===== config.mk =====
export PLATFORM = sky130hd
export DESIGN_NAME = servo_motion_sequencer_core
export DESIGN_NICKNAME = d
export VERILOG_FILES = /design/src/sms_pkg.sv /design/src/servo_motion_sequencer_core.sv
export SDC_FILE = /design/constraint.sdc
export NUM_CORES = 1
export LEC_CHECK = 0
export BUFFER_PORTS_ARGS = -buffer_cell sky130_fd_sc_hd__clkbuf_2
export CAP_MARGIN = 20
export CORE_MARGIN = 2
export CORE_UTILIZATION = 40
export DETAILED_ROUTE_END_ITERATION = 8
export SYNTH_ARGS = -nofsm -noshare
export SYNTH_HDL_FRONTEND = slang
export SYNTH_SLANG_ARGS = --single-unit

===== constraint.sdc =====
create_clock -name clk -period 12.5 [get_ports clk]
set_input_delay 1.875 -clock clk [delete_from_list [all_inputs] [get_ports clk]]
set_output_delay 1.875 -clock clk [all_outputs]
set_load 0.02 [all_outputs]

===== src/sms_pkg.sv =====
package sms_pkg;

  localparam int TICK_MS_DEFAULT = 20;

  // configuration register widths and reset values
  localparam int MPQ_W  = 12;
  localparam int DUTY_W = 14;
  localparam int DEG_W  = 9;

  localparam logic [MPQ_W-1:0]  MPQ_RESET        = 12'd344;
  localparam logic [DUTY_W-1:0] DUTY_CW_RESET    = 14'd500;
  localparam logic [DUTY_W-1:0] DUTY_CCW_RESET   = 14'd1000;
  localparam logic [DUTY_W-1:0] DUTY_HALT_RESET  = 14'd750;

  // register indexes
  localparam int CFG_IDX_W = 3;
  localparam logic [CFG_IDX_W-1:0] REG_MPQ_CW    = 3'd0;
  localparam logic [CFG_IDX_W-1:0] REG_MPQ_CCW   = 3'd1;
  localparam logic [CFG_IDX_W-1:0] REG_DUTY_CW   = 3'd2;
  localparam logic [CFG_IDX_W-1:0] REG_DUTY_CCW  = 3'd3;
  localparam logic [CFG_IDX_W-1:0] REG_DUTY_HALT = 3'd4;

  // command codes
  localparam logic [7:0] CMD_CW_FULL  = 8'd0;
  localparam logic [7:0] CMD_CCW_FULL = 8'd1;
  localparam logic [7:0] CMD_CW_HALF  = 8'd2;
  localparam logic [7:0] CMD_CCW_HALF = 8'd3;
  localparam logic [7:0] CMD_CW_QTR   = 8'd4;
  localparam logic [7:0] CMD_CCW_QTR  = 8'd5;
  localparam logic [7:0] CMD_HOME     = 8'd6;
  localparam logic [7:0] CMD_DANCE    = 8'd7;
  localparam logic [7:0] CMD_RESET    = 8'hFF;

  localparam logic [DEG_W-1:0] DEG_FULL = 9'd360;
  localparam logic [DEG_W-1:0] DEG_HALF = 9'd180;
  localparam logic [DEG_W-1:0] DEG_QTR  = 9'd90;

  // emotion codes
  localparam logic [2:0] EMO_NEUTRAL  = 3'd0;
  localparam logic [2:0] EMO_HAPPY    = 3'd1;
  localparam logic [2:0] EMO_SURPRISE = 3'd2;
  localparam logic [2:0] EMO_THINKING = 3'd3;
  localparam logic [2:0] EMO_ANGRY    = 3'd4;
  localparam logic [2:0] EMO_FEARFUL  = 3'd5;
  localparam logic [2:0] EMO_TOUCH    = 3'd6;

  typedef enum logic [1:0] {
    PH_IDLE,
    PH_MOVE,
    PH_PAUSE
  } phase_t;

  typedef enum logic [2:0] {
    K_EMO,
    K_CW,
    K_CCW,
    K_PAUSE,
    K_END,
    K_NONE
  } step_kind_t;

  typedef struct packed {
    step_kind_t       kind;
    logic [DEG_W-1:0] val;   // degrees, pause ms or emotion code
  } step_t;

  localparam int DANCE_POS_W = 6;

  function automatic step_t emo_step(input logic [2:0] code);
    step_t s;
    s.kind = K_EMO;
    s.val  = {6'd0, code};
    return s;
  endfunction

  function automatic step_t dance_step(input logic [DANCE_POS_W-1:0] idx);
    step_t s;
    s.kind = K_NONE;
    s.val  = '0;
    case (idx)
      6'd0:  s = emo_step(EMO_HAPPY);
      6'd1:  s = '{K_CW,    9'd45};
      6'd2:  s = '{K_CCW,   9'd90};
      6'd3:  s = '{K_CW,    9'd90};
      6'd4:  s = '{K_CCW,   9'd45};
      6'd5:  s = '{K_PAUSE, 9'd300};
      6'd6:  s = emo_step(EMO_SURPRISE);
      6'd7:  s = '{K_CW,    9'd360};
      6'd8:  s = '{K_PAUSE, 9'd200};
      6'd9:  s = emo_step(EMO_THINKING);
      6'd10: s = '{K_CCW,   9'd60};
      6'd11: s = '{K_PAUSE, 9'd500};
      6'd12: s = '{K_CW,    9'd60};
      6'd13: s = '{K_PAUSE, 9'd300};
      6'd14: s = emo_step(EMO_ANGRY);
      6'd15: s = '{K_CW,    9'd30};
      6'd16: s = '{K_CCW,   9'd30};
      6'd17: s = '{K_CW,    9'd30};
      6'd18: s = '{K_CCW,   9'd30};
      6'd19: s = '{K_CW,    9'd30};
      6'd20: s = '{K_CCW,   9'd30};
      6'd21: s = '{K_CW,    9'd30};
      6'd22: s = '{K_CCW,   9'd30};
      6'd23: s = '{K_PAUSE, 9'd300};
      6'd24: s = emo_step(EMO_FEARFUL);
      6'd25: s = '{K_CCW,   9'd360};
      6'd26: s = '{K_PAUSE, 9'd200};
      6'd27: s = emo_step(EMO_TOUCH);
      6'd28: s = '{K_CW,    9'd180};
      6'd29: s = '{K_PAUSE, 9'd300};
      6'd30: s = emo_step(EMO_HAPPY);
      6'd31: s = '{K_CCW,   9'd90};
      6'd32: s = '{K_CW,    9'd90};
      6'd33: s = '{K_END,   9'd0};
      default: begin
        s.kind = K_NONE;
        s.val  = '0;
      end
    endcase
    return s;
  endfunction

endpackage


===== src/servo_motion_sequencer_core.sv =====
// A result transfer is offered in the cycle after its input transfer.
// Throughput: one item per cycle; the input is held off only while the
// output register is full and not being drained.
// Run length of a move or pause is one 9x12 multiply plus offset and clamp, done in
// the accepting cycle. Reset (rst, synchronous): idle, heading 0, nothing
// pending, configuration registers back to their default values.
module servo_motion_sequencer_core #(
  parameter int TICK_MS = sms_pkg::TICK_MS_DEFAULT
) (
  input  logic        clk,
  input  logic        rst,
  input  logic        s_axis_tvalid,
  output logic        s_axis_tready,
  input  logic [7:0]  s_axis_tdata,   // [7:0] command_code
  input  logic [0:0]  s_axis_tuser,   // [0] operation
  output logic        m_axis_tvalid,
  input  logic        m_axis_tready,
  // [0] pwm_enable, [14:1] duty_value, [23:15] heading, [24] busy_res,
  // [25] emotion_strobe, [28:26] emotion_code, [31:29] zero
  output logic [31:0] m_axis_tdata,
  input  logic        cfg_we,
  input  logic [sms_pkg::CFG_IDX_W-1:0] cfg_index,
  input  logic [sms_pkg::DUTY_W-1:0]    cfg_data
);
  import sms_pkg::*;

  // Run timer counts in units of 1/90 ms; one tick is UNIT. floor(cnt/UNIT)
  // equals the ticks left, so no divider is needed.
  localparam int UNIT      = 90 * TICK_MS;
  localparam int MOVE_OFF  = 45 + 90 * (TICK_MS - 1);
  localparam int PAUSE_OFF = 90 * (TICK_MS - 1);
  localparam int CAP       = 1024 * UNIT - 1;
  localparam int CNT_W     = $clog2(CAP + 1);
  localparam int PROD_W    = DEG_W + MPQ_W;
  localparam int SUM_W     = $clog2((2 ** PROD_W) + MOVE_OFF + 1);
  localparam int WIDE_W    = (SUM_W > CNT_W) ? SUM_W : CNT_W;

  // configuration
  logic [MPQ_W-1:0]  mpq_cw, mpq_ccw;
  logic [DUTY_W-1:0] duty_cw, duty_ccw, duty_halt;

  // state
  phase_t                 phase, phase_next;
  logic [CNT_W-1:0]       cnt, cnt_next;
  logic [DEG_W-1:0]       tracked, tracked_next;
  logic [DEG_W-1:0]       after, after_next;
  logic                   armed, armed_next;
  logic                   dance_active, dance_active_next;
  logic [DANCE_POS_W-1:0] dance_pos, dance_pos_next;
  logic                   move_cw, move_cw_next;
  logic                   pend_valid, pend_valid_next;
  logic [7:0]             pend_cmd, pend_cmd_next;

  // step logic
  logic                   in_xfer, op_tick;
  logic                   take, dance;
  logic [DANCE_POS_W-1:0] dance_base;
  step_t                  step0, step1, act;
  logic                   start_move, start_pause, start_cw;
  logic [DEG_W-1:0]       start_deg;
  logic                   arm;
  logic [DEG_W-1:0]       arm_add;
  logic [DEG_W:0]         angle_sum;
  logic [MPQ_W-1:0]       mul_b;
  logic [PROD_W-1:0]      prod;
  logic [WIDE_W-1:0]      run_sum, run_clamped;
  logic                   emo_strobe;
  logic [2:0]             emo_code;
  logic [DUTY_W-1:0]      duty;

  assign s_axis_tready = !m_axis_tvalid || m_axis_tready;
  assign in_xfer       = s_axis_tvalid && s_axis_tready;
  assign op_tick       = s_axis_tuser[0];

  always_ff @(posedge clk) begin
    if (rst) begin
      mpq_cw    <= MPQ_RESET;
      mpq_ccw   <= MPQ_RESET;
      duty_cw   <= DUTY_CW_RESET;
      duty_ccw  <= DUTY_CCW_RESET;
      duty_halt <= DUTY_HALT_RESET;
    end else if (cfg_we) begin
      case (cfg_index)
        REG_MPQ_CW:    mpq_cw    <= cfg_data[MPQ_W-1:0];
        REG_MPQ_CCW:   mpq_ccw   <= cfg_data[MPQ_W-1:0];
        REG_DUTY_CW:   duty_cw   <= cfg_data;
        REG_DUTY_CCW:  duty_ccw  <= cfg_data;
        REG_DUTY_HALT: duty_halt <= cfg_data;
        default: ;
      endcase
    end
  end

  always_comb begin
    phase_next        = phase;
    cnt_next          = cnt;
    tracked_next      = tracked;
    after_next        = after;
    armed_next        = armed;
    dance_active_next = dance_active;
    dance_pos_next    = dance_pos;
    move_cw_next      = move_cw;
    pend_valid_next   = pend_valid;
    pend_cmd_next     = pend_cmd;
    emo_strobe        = 1'b0;
    emo_code          = EMO_NEUTRAL;
    take              = 1'b0;
    dance             = 1'b0;
    dance_base        = dance_pos;
    start_move        = 1'b0;
    start_pause       = 1'b0;
    start_cw          = 1'b0;
    start_deg         = '0;
    arm               = 1'b0;
    arm_add           = '0;
    step0             = '0;
    step1             = '0;
    act               = step0;

    if (!op_tick) begin
      pend_cmd_next   = s_axis_tdata;
      pend_valid_next = 1'b1;
    end else begin
      case (phase)
        PH_MOVE: begin
          if (pend_valid) begin
            take = 1'b1;
          end else if (cnt < CNT_W'(2 * UNIT)) begin
            phase_next = PH_IDLE;
            cnt_next   = '0;
            if (armed) begin
              tracked_next = after;
              armed_next   = 1'b0;
            end
            dance = dance_active;
          end else begin
            cnt_next = cnt - CNT_W'(UNIT);
          end
        end
        PH_PAUSE: begin
          if (cnt < CNT_W'(2 * UNIT)) begin
            phase_next = PH_IDLE;
            cnt_next   = '0;
            if (pend_valid) take = 1'b1;
            else dance = dance_active;
          end else begin
            cnt_next = cnt - CNT_W'(UNIT);
          end
        end
        default: begin
          if (pend_valid) take = 1'b1;
        end
      endcase
    end

    if (take) begin
      phase_next        = PH_IDLE;
      cnt_next          = '0;
      armed_next        = 1'b0;
      dance_active_next = 1'b0;
      pend_valid_next   = 1'b0;
      case (pend_cmd)
        CMD_CW_FULL: begin
          start_move = 1'b1; start_cw = 1'b1; start_deg = DEG_FULL;
        end
        CMD_CCW_FULL: begin
          start_move = 1'b1; start_deg = DEG_FULL;
        end
        CMD_CW_HALF: begin
          start_move = 1'b1; start_cw = 1'b1; start_deg = DEG_HALF;
          arm = 1'b1; arm_add = DEG_HALF;
        end
        CMD_CCW_HALF: begin
          start_move = 1'b1; start_deg = DEG_HALF;
          arm = 1'b1; arm_add = DEG_HALF;
        end
        CMD_CW_QTR: begin
          start_move = 1'b1; start_cw = 1'b1; start_deg = DEG_QTR;
          arm = 1'b1; arm_add = DEG_QTR;
        end
        CMD_CCW_QTR: begin
          start_move = 1'b1; start_deg = DEG_QTR;
          arm = 1'b1; arm_add = DEG_FULL - DEG_QTR;
        end
        CMD_HOME: begin
          // heading lands on zero once the move completes; below 180 (and at 180) go ccw
          if (tracked != '0) begin
            start_move = 1'b1;
            arm        = 1'b1;
            arm_add    = DEG_FULL - tracked;
            if (tracked <= DEG_HALF) begin
              start_deg = tracked;
            end else begin
              start_cw  = 1'b1;
              start_deg = DEG_FULL - tracked;
            end
          end
        end
        CMD_DANCE: begin
          dance_active_next = 1'b1;
          dance             = 1'b1;
          dance_base        = '0;
        end
        default: ;
      endcase
    end

    if (dance) begin
      step0 = dance_step(dance_base);
      step1 = dance_step(dance_base + DANCE_POS_W'(1));
      // an emotion entry is always followed by a timed entry
      if (step0.kind == K_EMO) begin
        emo_strobe = 1'b1;
        emo_code   = step0.val[2:0];
        act        = step1;
        dance_pos_next = (step1.kind == K_NONE) ? dance_base + DANCE_POS_W'(1)
                                                : dance_base + DANCE_POS_W'(2);
      end else begin
        act = step0;
        dance_pos_next = (step0.kind == K_NONE) ? dance_base
                                                : dance_base + DANCE_POS_W'(1);
      end
      case (act.kind)
        K_CW: begin
          start_move = 1'b1; start_cw = 1'b1; start_deg = act.val;
        end
        K_CCW: begin
          start_move = 1'b1; start_deg = act.val;
        end
        K_PAUSE: begin
          start_pause = 1'b1; start_deg = act.val;
        end
        K_END: begin
          emo_strobe        = 1'b1;
          emo_code          = EMO_NEUTRAL;
          tracked_next      = '0;
          dance_active_next = 1'b0;
          phase_next        = PH_IDLE;
        end
        default: begin
          dance_active_next = 1'b0;
          phase_next        = PH_IDLE;
        end
      endcase
    end

    angle_sum = {1'b0, tracked} + {1'b0, arm_add};
    if (arm) begin
      after_next = (angle_sum >= {1'b0, DEG_FULL}) ? DEG_W'(angle_sum - {1'b0, DEG_FULL})
                                                   : angle_sum[DEG_W-1:0];
      armed_next = 1'b1;
    end

    // move: deg*ms_per_quarter + 45 + 90*(TICK_MS-1); pause: ms*90 + 90*(TICK_MS-1)
    if (start_pause)   mul_b = MPQ_W'(90);
    else if (start_cw) mul_b = mpq_cw;
    else               mul_b = mpq_ccw;
    prod    = PROD_W'(start_deg) * PROD_W'(mul_b);
    run_sum = WIDE_W'(prod) + (start_pause ? WIDE_W'(PAUSE_OFF) : WIDE_W'(MOVE_OFF));
    if (run_sum < WIDE_W'(UNIT))     run_clamped = WIDE_W'(UNIT);
    else if (run_sum > WIDE_W'(CAP)) run_clamped = WIDE_W'(CAP);
    else                             run_clamped = run_sum;

    if (start_move) begin
      phase_next   = PH_MOVE;
      move_cw_next = start_cw;
      cnt_next     = run_clamped[CNT_W-1:0];
    end else if (start_pause) begin
      phase_next = PH_PAUSE;
      cnt_next   = run_clamped[CNT_W-1:0];
    end
  end

  always_comb begin
    if (phase_next != PH_MOVE) duty = duty_halt;
    else if (move_cw_next)     duty = duty_cw;
    else                       duty = duty_ccw;
  end

  always_ff @(posedge clk) begin
    if (rst) begin
      phase         <= PH_IDLE;
      cnt           <= '0;
      tracked       <= '0;
      after         <= '0;
      armed         <= 1'b0;
      dance_active  <= 1'b0;
      dance_pos     <= '0;
      move_cw       <= 1'b0;
      pend_valid    <= 1'b0;
      pend_cmd      <= CMD_RESET;
      m_axis_tvalid <= 1'b0;
    end else begin
      if (in_xfer) begin
        phase        <= phase_next;
        cnt          <= cnt_next;
        tracked      <= tracked_next;
        after        <= after_next;
        armed        <= armed_next;
        dance_active <= dance_active_next;
        dance_pos    <= dance_pos_next;
        move_cw      <= move_cw_next;
        pend_valid   <= pend_valid_next;
        pend_cmd     <= pend_cmd_next;
      end
      if (in_xfer) m_axis_tvalid <= 1'b1;
      else if (m_axis_tready) m_axis_tvalid <= 1'b0;
    end
  end

  always_ff @(posedge clk) begin
    if (in_xfer) begin
      m_axis_tdata <= {3'b000, emo_code, emo_strobe, (phase_next != PH_IDLE),
                       tracked_next, duty, (phase_next == PH_MOVE)};
    end
  end

endmodule

==> results.sh <==
export IMPL_slew_headroom_pct=32.6
export IMPL_finalSetupViolations=0
export IMPL_crit_end="cnt[11]"
export IMPL_num_rows=68
export IMPL_drcViolationCount=0
export IMPL_reg2reg_depth=38
export IMPL_grt_pass1_wl_um=66000
export IMPL_dp_cells=2256
export IMPL_rsz0062_at_grt="no"
export IMPL_synth_seq_cells=152
export IMPL_dp_hpwl_um=30100
export IMPL_postCtsSetupBuffers=0
export IMPL_final_area_um2=15400
export IMPL_critPathMaxFanout=13
export IMPL_r2r_setup_slack_ps=1540
export IMPL_hold_buffers=0
export IMPL_critPathLaunch="s_axis_tuser"
export IMPL_crit_path_top_delay_cell="fa_1"
export IMPL_viasPerCell=5.70
export IMPL_power_frac_seq_pct=45.5
export IMPL_drive_gt1_share_pct=10.4
export IMPL_r2r_start="pend_cmd[3]"
export IMPL_multi_input_area_um2=9800
export IMPL_core_um2=34500
export IMPL_nNetsFinal=2016
export IMPL_dieArea_um2=36600
export IMPL_power_density_nw_per_um2=74.7
export IMPL_synth_edf_count=29
export IMPL_numCtsBuffers=17
export IMPL_cts_resized_gates=0
export IMPL_grt_start_max_net_pins=84
export IMPL_cts_tree="done"
export IMPL_hold_violations=0
export IMPL_drt_total_wl_um=40600
export IMPL_fmax_mhz=84.9
export IMPL_timing_rr_end="cnt[11]"
export IMPL_diodes=0
export IMPL_post_route_worst_setup_slack_ps=728
export IMPL_gp_congestion=0.908
export IMPL_clk_pin_slew_ps=80
export IMPL_syn_area_um2=14000
export IMPL_yosys_warnings=0
export IMPL_clk_latency_ps=440
export IMPL_dr_total_vias=13046
export IMPL_dpl_cell_area_um2=14700
export IMPL_vdd_drop_max_mv=0.107
export IMPL_cts_root_buf="clkbuf_16"
export IMPL_comb_power_share_pct=8.2
export IMPL_first_iter_violations=1086
export IMPL_final_util_pct=44.5
export IMPL_regArea_um2=3330
export IMPL_min_period_ps=11770
export IMPL_cts_max_level=4
export IMPL_clock_power_share_pct=46.3
export IMPL_ioPinCount=65
export IMPL_firstDrtPassIters=5
export IMPL_synthToLayoutAreaGrowth_pct=9.51
export IMPL_netSwitchingFraction_pct=29.1
export IMPL_dp_slack_ps=380
export IMPL_cts_buffer_depth=2
export IMPL_critPathKind="in2reg"
export IMPL_drv_cap=0
export IMPL_fillers=3519
export IMPL_hold_class="reg2reg"
export IMPL_intPower_mw=0.814
export IMPL_grt_pass1_vias=12358
export IMPL_dieHeight_um=191
export IMPL_synth_cells=1808
export IMPL_grt_usage_pct=22.5
export IMPL_antenna_left=0
export IMPL_synthFlopType="dfxtp_1"
export IMPL_critical_path_max_stage_delay_ps=540
export IMPL_fin_setup_tns_ps=0
export IMPL_crit_path_end_kind="flip-flop"
export IMPL_antenna_found_initial=0
export IMPL_slew_viol_final=0
export IMPL_synth_cell_types=89
export IMPL_synthArstFlopShare_pct=0
export IMPL_worst_pin_slew_ps=1010
export IMPL_io_buffers=61
export IMPL_worst_ep_required_time_ps=12840
export IMPL_wl_per_cell_um=17.7
export IMPL_instances_no_fill=2289
export IMPL_cts_sinks=152
export IMPL_fin_crit_sh_pct=94.2
export IMPL_worstSetupStartpointType="input pin"
export IMPL_grt_overflow=0
export IMPL_start_util_pct=40.6
export IMPL_p_leak_nw=6.43
export IMPL_worstPathArrival_ps=12110
export IMPL_p_switching_mw=0.334
export IMPL_path_common_cell="nand2_1"
export IMPL_status="finished, final reports clean"
export IMPL_die_x_um=191
export IMPL_hold_slack_ps=455
export IMPL_ys_seq_area_share_pct=23.8
export IMPL_power_mw=1.15
export IMPL_syn_avg_cell_area_um2=7.76
export IMPL_finalClockSkew_ps=11.2
-- synthesized netlist by cell type, types with 5 or more instances --
library cell / count / area share [%]
xnor2_1: 35 / 2.2
nor2b_1: 11 / 0.49
a22oi_1: 20 / 1.1
o31a_1: 5 / 0.31
nor4_1: 14 / 0.62
buf_2: 15 / 0.54
edfxtp_1: 29 / 6.2
o31ai_1: 10 / 0.54
dfxtp_1: 123 / 18
or2_2: 8 / 0.36
and3_1: 13 / 0.58
xor2_1: 13 / 0.81
o21ai_0: 81 / 2.9
buf_1: 5 / 0.13
nor2_1: 135 / 3.6
nor2_4: 6 / 0.48
nand2_1: 305 / 8.2
a31oi_1: 19 / 0.85
buf_4: 6 / 0.32
nand3_1: 59 / 2.1
nor3_1: 47 / 1.7
o311ai_0: 5 / 0.31
mux2i_1: 39 / 2.8
o21ai_1: 6 / 0.21
a32oi_1: 5 / 0.31
nand4_1: 11 / 0.49
or3_1: 10 / 0.45
a21o_1: 14 / 0.75
o21a_1: 9 / 0.48
a21oi_1: 168 / 6.0
o22ai_1: 13 / 0.58
a21boi_0: 6 / 0.32
a221oi_1: 5 / 0.31
a211oi_1: 23 / 1.2
ha_1: 87 / 7.8
inv_1: 107 / 2.9
o211ai_1: 16 / 0.86
a31o_2: 7 / 0.44
nand2b_1: 22 / 0.98
fa_1: 77 / 11
clkbuf_1: 83 / 2.2
and2_1: 43 / 1.9
-- state kept, by name (all words and copies together) (netlist names), 2 cells and up --
signal / flops
duty_halt: 14
pend_cmd: 8
m_axis_tdata: 29
duty_ccw: 14
tracked: 9
dance_pos: 6
after: 9
mpq_cw: 12
cnt: 18
duty_cw: 14
phase: 2
mpq_ccw: 12
-- layout make-up --
type,instances,share of cell area (%)
inverters,111,2.71
well taps,455,3.71
multi-input cells,1434,63.8
flip-flops and latches,152,21.7
clock inverters,15,1.13
clock buffers,17,2.77
repair buffers,105,4.16
-- critical path: cells and delay by family --
| kind | cells | cell delay, ps |
|---|---|---|
| AO/OA/AOI/OAI | 9 | 2370 |
| buffers and inverters | 7 | 1090 |
| multiplexers | 1 | 390 |
| adder cells (fa/ha/maj) | 8 | 3520 |
| AND/OR/NAND/NOR | 14 | 2840 |
-- cell families after synthesis --
group	Yosys count	share of synthesized area [%]
AND/OR/NAND/NOR	717	23.9
XOR/XNOR	48	3.00
AO/OA/AOI/OAI	456	20.6
flip-flops	152	23.8
multiplexers	46	3.46
buffers and inverters	224	6.50
adder cells (fa/ha/maj)	164	18.8
other	1	0.0267
-- metal layers --
metal / vias up / routed length [um] / global-route usage [%] / share of wire [%]
met2: 386 / 19400 / 36.9 / 48
li1: 6323 / - / - / -
met5: - / 0 / 0 / 0
met3: 80 / 1990 / 2.63 / 4.9
met1: 6257 / 17800 / 30.3 / 44
met4: 0 / 1410 / 8.43 / 3.5
-- how the worst min path moves through the flow --
stage,depth (start not counted),slack (ps),to,from
detailed placement,2,450,duty_ccw[10],duty_ccw[10]
finish,2,450,duty_ccw[10],duty_ccw[10]
global placement,2,440,duty_ccw[4],duty_ccw[4]
global route,2,480,duty_ccw[1],duty_ccw[1]
floorplan,2,440,duty_cw[0],duty_cw[0]
CTS,2,460,duty_ccw[13],duty_ccw[13]
-- power by group through the flow --
| stage | Combinational (mW) | Sequential [mW] | Clock (mW) |
|---|---|---|---|
| after floorplan | 0.0562 | 0.538 | 0 |
| after global placement | 0.0922 | 0.533 | 0 |
| after detailed placement | 0.0934 | 0.534 | 0 |
| after CTS | 0.0938 | 0.522 | 0.540 |
| after global routing | 0.103 | 0.524 | 0.563 |
| final | 0.0936 | 0.522 | 0.532 |
-- placed cells by master, fill, tap and decap left out, types with 9 or more instances in the layout --
cell type	n
nand4_1	11
a21o_1	14
nor2_1	135
fa_1	77
and2_1	43
xor2_1	13
clkbuf_16	17
o22ai_1	13
edfxtp_1	29
o211ai_1	16
a211oi_1	22
inv_1	106
nand2_1	305
and3_1	13
o21ai_0	81
nor4_1	14
nand3_1	59
xnor2_1	35
clkbuf_2	60
o31ai_1	10
nand2b_1	22
a22oi_1	20
ha_1	87
nor2b_1	11
dfxtp_1	123
o21a_1	9
a21oi_1	168
nor3_1	47
buf_4	43
a31oi_1	19
mux2i_1	39
or3_1	10
Note: power is estimated with default switching activity, not from simulation.
